**src/hdl/kow_pkg.sv**
```systemverilog
// ----------------------------------------------------------------------------
// kow_pkg
// Shared types and codes for the keyed ordered waitlist.
// ----------------------------------------------------------------------------
package kow_pkg;

   localparam logic [1:0] CMD_ADD    = 2'd0;
   localparam logic [1:0] CMD_REMOVE = 2'd1;
   localparam logic [1:0] CMD_LIST   = 2'd2;

   localparam logic [2:0] ST_ADDED     = 3'd0;
   localparam logic [2:0] ST_DUPLICATE = 3'd1;
   localparam logic [2:0] ST_FULL      = 3'd2;
   localparam logic [2:0] ST_REMOVED   = 3'd3;
   localparam logic [2:0] ST_NOT_FOUND = 3'd4;
   localparam logic [2:0] ST_LIST      = 3'd5;

   typedef struct packed {
      logic [1:0]  cmd;
      logic [63:0] key;
      logic [7:0]  party_size;
   } req_type;

endpackage

```
**src/hdl/kow_front.sv**
```systemverilog
// ----------------------------------------------------------------------------
// kow_front
// Accepts requests, drops unused command codes, and queues the rest.
// ----------------------------------------------------------------------------
module kow_front (
   input  logic             clock,
   input  logic             reset,
   input  logic             req_valid,
   output logic             req_ready,
   input  kow_pkg::req_type req_data,
   output logic             q_valid,
   input  logic             q_ready,
   output kow_pkg::req_type q_data
);

   kow_pkg::req_type slot_ff [2];
   logic [1:0]       cnt_ff;
   logic             rd_ff;
   logic             wr_ff;
   logic             push;
   logic             pop;
   logic             legal;

   assign legal     = (req_data.cmd == kow_pkg::CMD_ADD) ||
                      (req_data.cmd == kow_pkg::CMD_REMOVE) ||
                      (req_data.cmd == kow_pkg::CMD_LIST);
   assign req_ready = (cnt_ff != 2'd2);
   assign push      = req_valid && req_ready && legal;
   assign q_valid   = (cnt_ff != 2'd0);
   assign q_data    = slot_ff[rd_ff];
   assign pop       = q_valid && q_ready;

   always_ff @(posedge clock) begin
      if (reset) begin
         cnt_ff <= 2'd0;
         rd_ff  <= 1'b0;
         wr_ff  <= 1'b0;
      end else begin
         if (push) begin
            slot_ff[wr_ff] <= req_data;
            wr_ff <= ~wr_ff;
         end
         if (pop) rd_ff <= ~rd_ff;
         cnt_ff <= cnt_ff + {1'b0, push} - {1'b0, pop};
      end
   end

endmodule

```
**config.mk**
```make
export PLATFORM = sky130hd
export DESIGN_NAME = kow_front
export DESIGN_NICKNAME = d
export VERILOG_FILES = /design/src/hdl/kow_pkg.sv /design/src/hdl/kow_front.sv
export SDC_FILE = /design/constraint.sdc
export NUM_CORES = 1
export LEC_CHECK = 0
export ABC_AREA = 0
export BUFFER_PORTS_ARGS = -buffer_cell sky130_fd_sc_hd__buf_2
export CAP_MARGIN = 20
export CORE_MARGIN = 4
export CORE_UTILIZATION = 50
export DETAILED_ROUTE_END_ITERATION = 16
export PLACE_DENSITY = 0.73
export SETUP_SLACK_MARGIN = 0.2
export SLEW_MARGIN = 20
export SYNTH_ARGS = -nofsm -noshare
export SYNTH_HDL_FRONTEND = slang
export SYNTH_SLANG_ARGS = --single-unit
```
**constraint.sdc**
```tcl
create_clock -name clock -period 9.2 [get_ports clock]
set_clock_uncertainty 0.05 [all_clocks]
set_input_delay 2.3 -clock clock [delete_from_list [all_inputs] [get_ports clock]]
set_output_delay 2.3 -clock clock [all_outputs]
set_load 0.005 [all_outputs]
```
Word-level counts from Yosys, hierarchy flattened
Memory sizes are Yosys's and may differ from the RTL's. A register that Yosys moved wholly into a read port is not among the register bits.
Index checks and enable logic that the tools add are counted.
W data, S select, Z words.
{"block": "totals", "ff_bits": 4, "ram_bits": 148, "inputBits": 78, "out_inout_bits": 76, "wordCells": 23, "n_memories": 1}
{"name": "slot_ff", "words": 2, "word_bits": 74, "rd": 1, "rd_clocked_by_memory_dff": 1, "wr": 1, "line": "kow_front.sv:16", "text": "kow_pkg::req_type slot_ff [2];"}
{"block": "op_classes", "n_addsub": 2, "eq_ne": 3, "n_mux": 5, "bitwise": 2, "reduce_logical": 7}
{"cell": "$mux W1", "count": 5}
{"cell": "$logic_and A1 B1 Y1", "count": 3}
{"cell": "$add A2 B1 Y2", "count": 1}
{"cell": "$eq A2 B1 Y1 const B", "count": 1}
{"cell": "$eq A2 B2 Y1 const B", "count": 1}
{"cell": "$logic_not A2 Y1", "count": 1}
{"cell": "$logic_or A1 B1 Y1", "count": 2}
{"cell": "$ne A2 B2 Y1 const B", "count": 1}
{"cell": "$not A1 Y1", "count": 2}
{"cell": "$reduce_bool A2 Y1", "count": 1}
{"cell": "$sub A2 B1 Y2", "count": 1}

Logic depth before layout (Yosys ltp)
Gate-level depths: netlist of the first run.
{"block": "logic_depth", "word_depth": 7, "ltp_mapped": 8, "depth_no_buf": 8}

Worst setup path after synthesis of the first run
No wires, ideal clock.
{"block": "synth_timing", "path_kind": "input-to-reg", "from": "input port req_data[72] (netlist name)", "to": "memory slot_ff[1][0] (netlist name) (enable)", "setup_time_ns": 0.614, "arrival_ns": 7.901, "required_ns": 8.536, "setup_slack_ns": 0.635, "cell_stages": 3, "n_path_buf": 0, "path_cell_list": "nand2_1 -> nand3_2 -> nor3b_1"}
{"block": "synth_via", "elab_chain_len": 7, "elab_cells_between_ends": 9, "classes_between": "eq/ne: 2; mux: 3; reduce/logical: 4"}
{"element": "from (decl)", "line": "kow_front.sv:10", "text": "input kow_pkg::req_type req_data,"}
{"element": "$eq A2 B1 Y1 or $logic_not A2 Y1 (tied branches)", "line": "kow_front.sv:25, kow_front.sv:24"}
{"element": "$logic_or A1 B1 Y1", "line": "kow_front.sv:24", "text": "assign legal = (req_data.cmd == kow_pkg::CMD_ADD) ||"}
{"element": "$logic_or A1 B1 Y1 (*)", "line": "kow_front.sv:25", "text": "(req_data.cmd == kow_pkg::CMD_REMOVE) ||"}
{"element": "$logic_and A1 B1 Y1 (*)", "line": "kow_front.sv:28", "text": "assign push = req_valid && req_ready && legal;"}
{"element": "$mux W1 (*)", "line": "kow_front.sv:39", "text": "if (push) begin"}
{"element": "$mux W1 (*)", "line": "kow_front.sv:34", "text": "if (reset) begin"}
{"element": "$mux W1 (not written as such) (*)", "line": "kow_front.sv:40", "text": "slot_ff[wr_ff] <= req_data;"}
{"element": "to (decl)", "line": "kow_front.sv:16"}
Every way passes the cells marked *; elsewhere a longest branch is shown, timed or not.

==> summary.txt, run 1 <==
Critical path
  – Max FO, Critical Path: 45
  – R2R setup slack: 7.33 ns
  – Worst Path Arrival: 2.42 ns
  – Setup crit start kind: flop
  – Worst R2R Path Depth: 4
  – Worst r2r src: cnt_ff[0]$_SDFF_PP0_
  – Worst setup EP type: output port
  – CP Class: reg -> out
  – FF-to-FF End: slot_ff[1][55]$_DFFE_PP_
  – Data required, critical path: 6.85 ns

Timing
  – Final Setup Violations: 0
  – RSZ-0062 raised after global routing: no
  – Sum Neg Setup Slack: 0 ns
  – Tcrit/Tclk final: 0.519
  – Slew @ Worst Pin: 0.813 ns
  – Slew Limit Fails: 0
  – Relative slew slack: 0.458
  – Setup ws final: 4.43 ns
  – Hold Vio Cnt, Final: 0
  – Crit path time final: 4.77 ns
  – WHS: 0.465 ns
  – FMAX: 209 MHz

Min path
  – Hold path depth: 2
  – Worst Min Path Start: rd_ff$_SDFFE_PP0P_
  – Hold/Removal Path Class: reg -> reg

Finish
  – Multi-input gate area: 1210 µm²
  – Seq. cell area: 4550 µm²
  – N_diodes: 0
  – Layout area overhead: 25.7%
  – FILL cells: 821
  – Finished Layout Cells: 580
  – Fin nets: 505
  – Fraction of layout cells with a size suffix above 1: 0.611

Yosys
  – Yosys cell types: 20
  – FF+latch count, synth: 153
  – Sequential area share after synthesis: 0.779
  – Synth Cell Area: 5840 µm²
  – Yosys warns: 0
  – Syn_area_per_cell: 22.8 µm²
  – Gate Count Post-Synth: 256
  – Syn Nets: 336

Clock tree
  – Post-CTS setup repair buffer count: 0
  – Worst skew pair latency: 0.41 ns
  – Clock buffer depth: 2
  – Reg clk slew, reported paths: 0.06 ns
  – CTS sink cnt: 153
  – CTS Hold Bufs: 0
  – CTS H-tree lvls: 4
  – CTS resizes: 0
  – Cts bufs inserted: 17
  – Root Driver: clkbuf_16
  – CTS tree: yes

Floorplan
  – Initial Utilization: 0.511
  – Die Y-Extent: 116 µm
  – Rows: 39
  – I/O Pins: 154
  – Total die area: 13500 µm²
  – Chip width: 116 µm
  – CORE AREA: 11400 µm²

Drt
  – Vias per cell: 5.00
  – Routed length per instance: 17.8 µm
  – Post-route ant nets: 0
  – DRT iter0 DRCs: 134
  – Initial DRT Pass Iterations: 4
  – DRC: 0
  – Wirelength, routed: 10300 µm
  – Vias: 2899

Pwr
  – Switching Share: 0.236
  – PD cells: 267 nW/µm²
  – Seq pwr share: 0.444
  – Comb pwr share: 0.207
  – Clock network power share: 0.349
  – Leak pwr: 2.85 nW
  – Worst vdd ir: 0.144 mV
  – Internal: 1.49 mW
  – Switching power: 0.463 mW

Placement
  – HPWL Detailed: 6990 µm
  – RePlAce Congestion: 0.677
  – Dpl cells: 549
  – Place WS: 4.83 ns
  – Port Buf Inserts: 153

Run
  – Max-cap violation count: 0

Run status
  – Status: finished clean

Global routing
  – Antenna violations before repair: 1
  – Grt ovf: 0
  – First-pass GRT wire length: 15400 µm
  – Largest net degree at the start of global routing: 46
  – Vias in the first global route: 3102
  – Overall Global Routing Usage: 0.158
how the worst max path moves through the flow:
stage	startpoint	end	slack (ns)	cells after the start
after floorplan	req_data[72]	slot_ff[1][0]$_DFFE_PP_	0.64	3
after global placement	flop	q_data[0]	4.86	3
after detailed placement	flop	q_data[3]	4.83	3
after CTS	flop	q_data[0]	4.37	3
after global routing	flop	q_data[3]	4.32	3
final	flop	q_data[3]	4.43	3
kinds of logic (layout without fill, tap and decap cells):
group	Yosys count	in the layout	share of synthesized area
AOI/OAI and AO/OA	1	1	0.00129
xor gates and xnor gates	2	2	0.00300
adders and majority gates	2	2	0.00429
buffers and inverters	9	190	0.0150
DFF	153	153	0.779
muxes	75	75	0.184
and+or+nand+nor	14	14	0.0137
cells in the final DEF, fill, tap and decap left out:
cell type	instances
buf_4	5
o21a_1	1
inv_6	1
buf_2	153
clkbuf_16	17
xnor2_1	1
nor2b_1	2
inv_1	1
nor3b_2	1
or2_2	1
mux2_2	14
clkinv_2	2
clkinvlp_4	3
and2_1	1
nand3_2	1
clkinv_4	2
ha_1	2
nor3_1	1
bufinv_16	3
nand2_1	1
nor2_1	4
mux2_4	61
nand2b_2	1
dfxtp_1	4
xor2_1	1
edfxtp_1	148
dfxtp_4	1
nor3_2	1
clkbuf_1	3
metrics by stage:
step	instance area [µm²]	utilization	total power, mW
6_report	7330	0.642	1.96
5_1_grt	7330	0.642	2.05
4_1_cts	7330	0.642	1.99
3_5_place_dp	6750	0.591	1.30
3_3_place_gp	6750	0.591	1.29
2_1_floorplan	5840	-	1.17
registers in the layout, summed over array words and instances (netlist names), named ones only:
signal	count
rd_ff	1
wr_ff	1
slot_ff	148
cnt_ff	2
Yosys cell counts:
| cell type | instances | area (µm²) |
|---|---|---|
| nor2b_1 | 2 | 12.5 |
| ha_1 | 2 | 25.0 |
| mux2_4 | 61 | 916 |
| nand3_2 | 1 | 10.0 |
| edfxtp_1 | 148 | 4440 |
| inv_1 | 1 | 3.75 |
| or2_2 | 1 | 6.26 |
| dfxtp_1 | 5 | 100 |
| o21a_1 | 1 | 7.51 |
| nand2b_2 | 1 | 8.76 |
| xor2_1 | 1 | 8.76 |
| and2_1 | 1 | 6.26 |
| xnor2_1 | 1 | 8.76 |
| mux2_2 | 14 | 158 |
| nor3_1 | 2 | 10.0 |
| buf_2 | 1 | 5.00 |
| nand2_1 | 1 | 3.75 |
| nor3b_1 | 1 | 7.51 |
| buf_6 | 7 | 78.8 |
| nor2_1 | 4 | 15.0 |
power by group through the flow:
stage          Sequential, mW  Combinational, mW  Clock, mW
6_report                0.869              0.405      0.683
3_3_place_gp            0.880              0.406          0
5_1_grt                 0.875              0.441      0.733
2_1_floorplan           0.861              0.305          0
3_5_place_dp            0.885              0.412          0
4_1_cts                 0.871              0.415      0.701
layout make-up:
class / count / area share
well taps: 143 / 0.0244
repair buffers: 158 / 0.110
multi-input cells: 94 / 0.166
flip-flops and latches: 153 / 0.620
inverters: 1 / 0.000512
clock inverters: 11 / 0.0203
clock buffers: 20 / 0.0595
worst max-delay path, cell delays in order, from the launching register on:
cell and delay (ns):
dfxtp_4 0.68, buf_4 0.72, mux2_2 0.42, buf_2 0.13
layer usage:
layer  GRT usage  vias up  wire (µm)
met4      0.0673        2        155
met3      0.0595       17        853
li1            -     1351          -
met1       0.173     1420       3900
met2       0.275      109       5400
met5           0        -         20
No activity file was read; power rests on OpenSTA's default activity.
==> run 2: changes to the inputs <==
- clock period: 9.2 -> 4.6 ns (I/O delays scaled with it)
==> run 2 against run 1 <==
  * Sequential power up 100%
  * Routed wire length down 4.9%
  * Total power up 99%
  * Die area unchanged
  * Combinational power up 100%
  * Count of clock-buffer cells in the layout down 2
  * Sequential share of layout area down 0.20 points
  * Largest power group unchanged
==> summary.txt, run 2 (same netlist as run 1, synthesis figures left out) <==
Timing
  – Slew Limit Fails: 0
  – Sum Neg Setup Slack: 0 ns
  – Hold Vio Cnt, Final: 0
  – RSZ-0062 raised after global routing: no
  – WHS: 0.467 ns
  – Relative slew slack: 0.524
  – FMAX: 311 MHz
  – Slew @ Worst Pin: 0.715 ns
  – Setup ws final: 1.38 ns
  – Crit path time final: 3.22 ns
  – Tcrit/Tclk final: 0.700
  – Final Setup Violations: 0

Drt
  – Wirelength, routed: 9820 µm
  – DRT iter0 DRCs: 149
  – DRC: 0
  – Routed length per instance: 16.9 µm
  – Initial DRT Pass Iterations: 4
  – Vias: 2897
  – Vias per cell: 4.99
  – Post-route ant nets: 0

Pwr
  – PD cells: 531 nW/µm²
  – Switching Share: 0.235
  – Switching power: 0.916 mW
  – Worst vdd ir: 0.264 mV
  – Comb pwr share: 0.210
  – Clock network power share: 0.346
  – Internal: 2.99 mW
  – Leak pwr: 2.85 nW
  – Seq pwr share: 0.444

Clock tree
  – Clock buffer depth: 2
  – Worst skew pair latency: 0.40 ns
  – Root Driver: clkbuf_16
  – CTS Hold Bufs: 0
  – CTS tree: yes
  – CTS sink cnt: 153
  – CTS resizes: 0
  – Cts bufs inserted: 17
  – CTS H-tree lvls: 4
  – Post-CTS setup repair buffer count: 0
  – Reg clk slew, reported paths: 0.06 ns

Global routing
  – Grt ovf: 0
  – Vias in the first global route: 3030
  – First-pass GRT wire length: 14800 µm
  – Antenna violations before repair: 0
  – Largest net degree at the start of global routing: 54
  – Overall Global Routing Usage: 0.149

Critical path
  – R2R setup slack: 2.65 ns
  – CP Class: reg -> out
  – CP cell instances: buf_12 > mux2_2 > buf_2
  – Data required, critical path: 3.40 ns
  – Max FO, Critical Path: 47
  – Worst Path Arrival: 2.02 ns
  – Setup crit start kind: flop
  – Worst setup EP type: output port
  – Slowest stage cell, crit path: dfxtp_4
  – Biggest cell delay along the critical path: 0.66 ns

Finish
  – N_diodes: 0
  – Most flops, register: slot_ff
  – Fraction of layout cells with a size suffix above 1: 0.611
  – FILL cells: 827
  – Finished Layout Cells: 580
  – Commonest non-fill, non-tap cells in the layout: 153 x buf_2, 148 x edfxtp_1, 61 x mux2_4
  – Largest registers: slot_ff x148, cnt_ff x2
  – Fin nets: 505
  – Seq. cell area: 4550 µm²
  – Multi-input gate area: 1230 µm²
  – Layout area overhead: 26.1%
  – Final core occ: 0.644
  – Most common cell after layout, fill and taps aside: buf_2
  – Max reg flops: 148

Placement
  – Dpl cells: 549
  – HPWL Detailed: 6640 µm
  – Place WS: 1.79 ns
  – RePlAce Congestion: 0.703
  – Port Buf Inserts: 153

Run
  – Max-cap violation count: 0

Floorplan
  – Die Y-Extent: 116 µm
  – Rows: 39
  – Chip width: 116 µm
  – I/O Pins: 154
  – Total die area: 13500 µm²
  – CORE AREA: 11400 µm²
  – Initial Utilization: 0.511

Min path
  – Hold/Removal Path Class: reg -> reg

Run status
  – Status: finished clean
==> run 2: worst paths after layout <==
path | startpoint | end | cells past startpoint
min reg2reg | rd_ff$_SDFFE_PP0P_ | rd_ff$_SDFFE_PP0P_ | 2
max | flop | q_data[0] | 3
min | rd_ff$_SDFFE_PP0P_ | rd_ff$_SDFFE_PP0P_ | 2
max reg2reg | cnt_ff[0]$_SDFF_PP0_ | slot_ff[1][60]$_DFFE_PP_ | 4
==> run 2: worst max-delay path, delay by kind of cell, from the launching register on <==
| family | cells | cell delay (ns) |
|---|---|---|
| buffers and inverters | 2 | 0.50 |
| flip-flops | 1 | 0.66 |
| multiplexers | 1 | 0.39 |
==> run 2: metal layers <==
metal	vias up	global-route usage	share of wire
li1	1349	-	-
met1	1416	0.174	0.39
met2	118	0.252	0.50
met3	14	0.0507	0.087
met4	0	0.0657	0.018
met5	-	0	0
==> run 2: cell type report <==
type,instances,share of cell area
clock buffers,18,0.0583
well taps,143,0.0243
repair buffers,158,0.111
multi-input cells,94,0.167
flip-flops and latches,153,0.618
clock inverters,13,0.0211
inverters,1,0.000510
==> run 2: power by group through the flow <==
stage               clock, mW  sequential, mW  combinational, mW
floorplan                   0            1.71              0.615
global placement            0            1.76              0.826
finish                   1.35            1.74              0.820
global route             1.45            1.75              0.890
detailed placement          0            1.77              0.835
CTS                      1.39            1.74              0.837
==> run 2: stage by stage <==
step | area, µm² | total power, mW
CTS | 7360 | 3.96
global route | 7360 | 4.08
global placement | 6770 | 2.59
floorplan | 5860 | 2.32
detailed placement | 6770 | 2.60
finish | 7360 | 3.90
